File: src/rtl/core/bpe_ram.sv
`timescale 1ns / 1ps
`default_nettype none
module bpe_ram #(
   parameter int WIDTH = 32,
   parameter int DEPTH = 66
) (
   input  wire logic                     clock,
   input  wire logic                     wr_en,
   input  wire logic [$clog2(DEPTH)-1:0] wr_addr,
   input  wire logic [WIDTH-1:0]         wr_data,
   input  wire logic [$clog2(DEPTH)-1:0] rd_addr,
   output logic [WIDTH-1:0]              rd_data
);

   logic [WIDTH-1:0] mem_ff [DEPTH];
   logic [WIDTH-1:0] rd_data_ff;

   // read-first on a clash
   always_ff @(posedge clock) begin
      if (wr_en) begin
         mem_ff[wr_addr] <= wr_data;
      end
      rd_data_ff <= mem_ff[rd_addr];
   end

   assign rd_data = rd_data_ff;

endmodule
`default_nettype wire

File: config.mk
export PLATFORM = sky130hd
export DESIGN_NAME = bpe_ram
export DESIGN_NICKNAME = d
export VERILOG_FILES = /design/src/rtl/core/bpe_ram.sv
export SDC_FILE = /design/constraint.sdc
export NUM_CORES = 2
export LEC_CHECK = 0
export ABC_CLOCK_PERIOD_IN_PS = 3850
export BUFFER_PORTS_ARGS = -buffer_cell sky130_fd_sc_hd__buf_2
export CORE_MARGIN = 2
export CORE_UTILIZATION = 63
export CTS_CLUSTER_SIZE = 14
export DETAILED_ROUTE_END_ITERATION = 10
export PLACE_DENSITY = 0.79
export SYNTH_ARGS = -nofsm -noshare
export SYNTH_HDL_FRONTEND = slang
export SYNTH_SLANG_ARGS = --single-unit
File: constraint.sdc
create_clock -name clock -period 3.85 [get_ports clock]
set_input_delay 0.1925 -clock clock [delete_from_list [all_inputs] [get_ports clock]]
set_output_delay 0.1925 -clock clock [all_outputs]
set_load 0.03 [all_outputs]
# Word-level counts from Yosys, hierarchy flattened
# Memories as Yosys holds them, arrays and structs flattened. A register that Yosys moved wholly into a read port is not among the register bits.
# Cells that the tools add are included.
[word_totals]
mem_bits_rw = 2112
n_memories = 1
romBits = 0
out_inout_bits = 32
regBits = 0
input_bits = 48
latch_bits = 0
[mem_list]
columns = ["memory", "depth", "width", "rd", "rd_ports_with_merged_regs", "wr", "line", "rtl"]
rows = [
  ["mem_ff", 66, 32, 1, 1, 1, "15", "logic [WIDTH-1:0] mem_ff [DEPTH];"],
]
[op_classes]
n_mux = 2
n_shift = 0
div = 0
n_addsub = 0
order_cmp = 0
bitwise_logic = 0
n_eq_ne = 0
multipliers = 0
reduce_logical = 0
[ops]
columns = ["cell", "n"]
rows = [
  ["1-bit 2-to-1 mux", 2],
]

# Logic depth before layout (Yosys ltp)
[depth]
ltp_word = 2
mapped_depth = 11
ltp_nobuf = 5

# Least setup slack after synthesis
# No wires, ideal clock.
[synth_path]
path_type = "in2reg"
from = "in wr_addr[5]"
to = "mem mem_ff[32][0] (enable)"
arrival_time_ns = 2.863
required_ns = 3.389
path_stages = 3
setup_slack_ns = 0.526
n_path_buf = 0
path_cell_list = "nor2b_1 nand4b_1 nor3_1"
[synth_rtl]
columns = ["item", "line", "rtl"]
rows = [
  ["start: declaration", "9", "input wire logic [$clog2(DEPTH)-1:0] wr_addr,"],
  ["end: declaration", "15", ""],
]
# No word-level cell before the write port.

==> results.md <==
| Group | Result | This run |
|---|---|---|
| outcome | Result of the run | finished, final reports clean |
| finish | Fraction of layout cells with a size suffix above 1 | 29.1% |
| job | Max-capacitance violation count | 0 |
| detailed routing | Detail-routed net length per standard cell | 36.7 µm |
| synth | Syn Nets | 3658 |
| critical path | Required time of the critical path | 4550 ps |
| sta | Share of the cycle needed by the critical path after routing | 66.6% |
| global route | GRT Overall Usage | 32.8% |
| cts | Insertion delay to the later sink of the worst-skew pair | 810 ps |
| cts | Clock buffer count from CTS | 198 |
| critical path | Largest fanout on the critical path | 22 |
| sta | RSZ-0062 raised after global routing | no |
| global route | Wire length of the first global-routing pass | 302000 µm |
| synth | Flip-flop and latch count after synthesis | 2144 |
| place | Number of port buffers | 79 |
| sta | Worst clock skew on the final layout | 21.2 ps |
| global route | Maximum number of pins on one net before global-route repair | 79 |
| floorplanning | X dimension of the die | 364 µm |
| power | Tot Pwr | 47300 µW |
| place | Routability congestion estimate from global placement | 0.821 |
| finish | Area growth from synthesis to layout | 12.3% |
| sta | Setup TNS | 0 ps |
| synth | Synthesized instance count | 3610 |
| sta | Total count of max-transition violations in the final report | 0 |
| power | P_leak | 0.0289 µW |
| critical path | Most frequent cell on the critical path | sky130_fd_sc_hd__buf_4 |
| critical path | Critical path cell sequence | dlygate4sd3_1, buf_4, buf_4, and2_1, buf_12, a22oi_1, a21o_1, a32o_1 |
| sta | Final worst-path setup slack | 1280 ps |
| power | Fraction of power consumed by sequential logic | 54.6% |
| synth | Cell Area, Synth | 0.0816 mm² |
| detailed routing | DR iter-0 viols | 6520 |
| global route | Total congestion overflow | 0 |
| place | Final HPWL DP | 110000 µm |
| synth | Ys Warns | 0 |
| detailed routing | Drt total wl | 213000 µm |
| cts | Resized cells post-CTS | 0 |
| detailed routing | Number of iterations in the first detailed-routing pass | 6 |
| power | Net switching fraction of the power | 20.7% |
| power | Peak supply drop | 0.000523 V |
| cts | Clock tree from TritonCTS | yes |
| cts | Clk Tree Root Cell | sky130_fd_sc_hd__clkbuf_16 |
| floorplanning | Overall die area | 0.132 mm² |
| detailed routing | DRC violations left | 0 |
| floorplanning | # IOs | 80 |
| sta | Final hold viol count | 0 |
| global route | Number of antenna violations at the first check in global routing | 8 |
| finish | # nets final | 3926 |
| sta | Final setup violation count | 0 |
| floorplanning | Initial Utilization | 63.3% |
| floorplanning | Number of standard-cell rows in the floorplan | 132 |
| sta | Transition time at the pin with the least slew margin | 1380 ps |
| place | Worst setup slack before clock tree synthesis | 812 ps |
| critical path | Crit path max-delay cell type | sky130_fd_sc_hd__and2_1 |
| critical path | Worst stage delay on the critical path | 630 ps |
| synth | Share of Yosys cell area claimed by the top area cell type | 77.7% |
| detailed routing | Via-per-instance ratio | 7.14 |
| cts | Maximum buffer depth of the clock tree | 3 |
| sta | Maximum achievable frequency | 390 MHz |
| floorplanning | Y dimension of the die | 364 µm |
| critical path | Kind of capture point of the worst setup path | flop |
| sta | Final critical path time including I/O delays and setup | 2570 ps |
| synth | Post-synthesis average cell area | 22.6 µm² |
| power | Power density cells | 516 mW/mm² |
| synth | Cell taking the most area after synthesis | sky130_fd_sc_hd__edfxtp_1 |
| critical path | Kind of critical path | input port to flop |
| synth | Share of the yosys chip area belonging to registers | 78.5% |
| sta | Worst slew margin | 8.06% |
| detailed routing | Via count of the routed design | 41299 |
| power | Internal power consumption | 37500 µW |
| critical path | Arr. time, crit path | 3260 ps |
| cts | Clock transition at the registers of the reported paths | 60 ps |
| cts | Number of clock sinks | 2144 |
| synth | Post-synthesis cell type count | 49 |
| finish | Total of fill cells in the finished design | 7045 |
| synth | Top area cells in the synthesized netlist | sky130_fd_sc_hd__edfxtp_1 (78%), sky130_fd_sc_hd__mux4_2 (13%), sky130_fd_sc_hd__mux2i_1 (1.7%) |
| power | Share of power burned in the clock network | 40.5% |
| floorplanning | Area of the core | 0.129 mm² |
| power | Combinational cell fraction of total power | 4.9% |
| detailed routing | Count of antenna-violating nets left after detailed routing | 0 |
| hold path | Class of the tightest hold or removal check | input port to flop |
| power | Reported net switching power | 9780 µW |
| global route | Via count of the first global-routing pass | 41626 |
| cts | CTS H-tree depth | 4 |
| critical path | Element type at the critical path start | input port |
-- placed cells by master (no fill, tap or decap), types with 43 or more instances in the layout --
cell type	netlist	final
sky130_fd_sc_hd__nor2_4	0	63
sky130_fd_sc_hd__edfxtp_1	2112	2112
sky130_fd_sc_hd__clkbuf_16	0	204
sky130_fd_sc_hd__a22oi_1	43	43
sky130_fd_sc_hd__o22ai_1	81	81
sky130_fd_sc_hd__nand2_1	100	100
sky130_fd_sc_hd__mux4_2	477	477
sky130_fd_sc_hd__mux2_2	85	85
sky130_fd_sc_hd__buf_4	30	153
sky130_fd_sc_hd__buf_2	55	75
sky130_fd_sc_hd__clkbuf_1	68	61
sky130_fd_sc_hd__mux2i_1	141	141
-- stage by stage --
step / hold slack (ps) / area, µm² / util, % / instances
after floorplan: 291 / 81600 / - / 3610
after global placement: 554 / 85300 / 66.1 / 5417
after detailed placement: 562 / 85300 / 66.1 / 5417
after CTS: 1.12 / 91700 / 71.1 / 5784
after global routing: 44.3 / 91700 / 71.1 / 5784
final: 47.8 / 91700 / 71.1 / 5786
-- routing by layer --
layer	track usage, %	up-vias	routed length, µm
li1	-	15871	-
met1	44.7	21364	71700
met2	51.3	3453	101000
met3	8.53	599	29500
met4	13.9	12	9910
met5	0	-	77
-- sequential cells by signal, summed over array words and instances, names as in the netlist --
signal and flops:
mem_ff 2112, rd_data 32
-- critical path, delay by kind of cell --
family,cells,cell delay (ps)
AOI/OAI and AO/OA,3,770
and+or+nand+nor,1,630
buffers and inverters,4,1620
-- cells in the mapped netlist, drive strengths merged --
cell / n
and2: 3
a221oi: 4
nand4b: 2
a22oi: 43
o22ai: 81
nor4: 5
a21oi: 27
a221o: 2
nand3b: 7
a21o: 11
nor3: 14
a32oi: 15
o211ai: 3
nand2b: 8
o31ai: 4
a32o: 12
edfxtp: 2112
inv: 3
dfxtp: 32
or3: 3
buf: 128
or3b: 5
clkbuf: 68
a211oi: 38
a22o: 1
o221ai: 10
nor2b: 14
mux4: 477
nand4: 3
nand2: 100
mux2: 85
a31oi: 8
o311ai: 1
o2111ai: 1
nor2: 87
and3: 1
mux2i: 141
nand3: 28
a2111oi: 8
o21ai: 12
or2: 3
-- cell type report --
cell class                 instances  area [µm²]  share of cell area, %
timing repair buffer             264        2200                   2.40
clock buffer                     285        5610                   6.12
multi-input combinational       1267       16900                   18.4
antenna                            2        5.00                0.00546
tap                             1742        2180                   2.38
sequential                      2144       64100                   69.9
inverter                           3        11.3                 0.0123
clock inverter                    79         704                  0.769
-- repair_timing --
action | in CTS | in global routing
hold endpoints to repair | 34 | 0
setup buffers | 0 | 0
hold buffers | 3 | 0
-- cells by family after synthesis --
logic type | count (synthesis) | share of synthesized area [%]
AOI/OAI and AO/OA | 281 | 2.45
buffers and inverters | 199 | 1.44
DFF | 2144 | 78.5
muxes | 703 | 16.1
and+or+nand+nor | 283 | 1.56
-- final timing paths --
path                                 start                        to  cells after the start  slack (ps)
hold / removal                 wr_data[18]  mem_ff[14][18]$_DFFE_PP_                      2          50
hold reg to reg    mem_ff[65][4]$_DFFE_PP_        rd_data[4]$_DFF_P_                      3         580
setup / recovery                rd_addr[3]       rd_data[28]$_DFF_P_                      8        1280
setup reg to reg  mem_ff[55][30]$_DFFE_PP_       rd_data[30]$_DFF_P_                      4        1570
-- power by group through the flow --
stage	clock (µW)	combinational, µW	sequential, µW
after global routing	20100	2390	25800
after detailed placement	0	2240	26300
after global placement	0	2180	26300
after floorplan	0	1230	26400
final	19200	2300	25800
after CTS	19300	2280	25800
(Power assumes the default switching activity.)
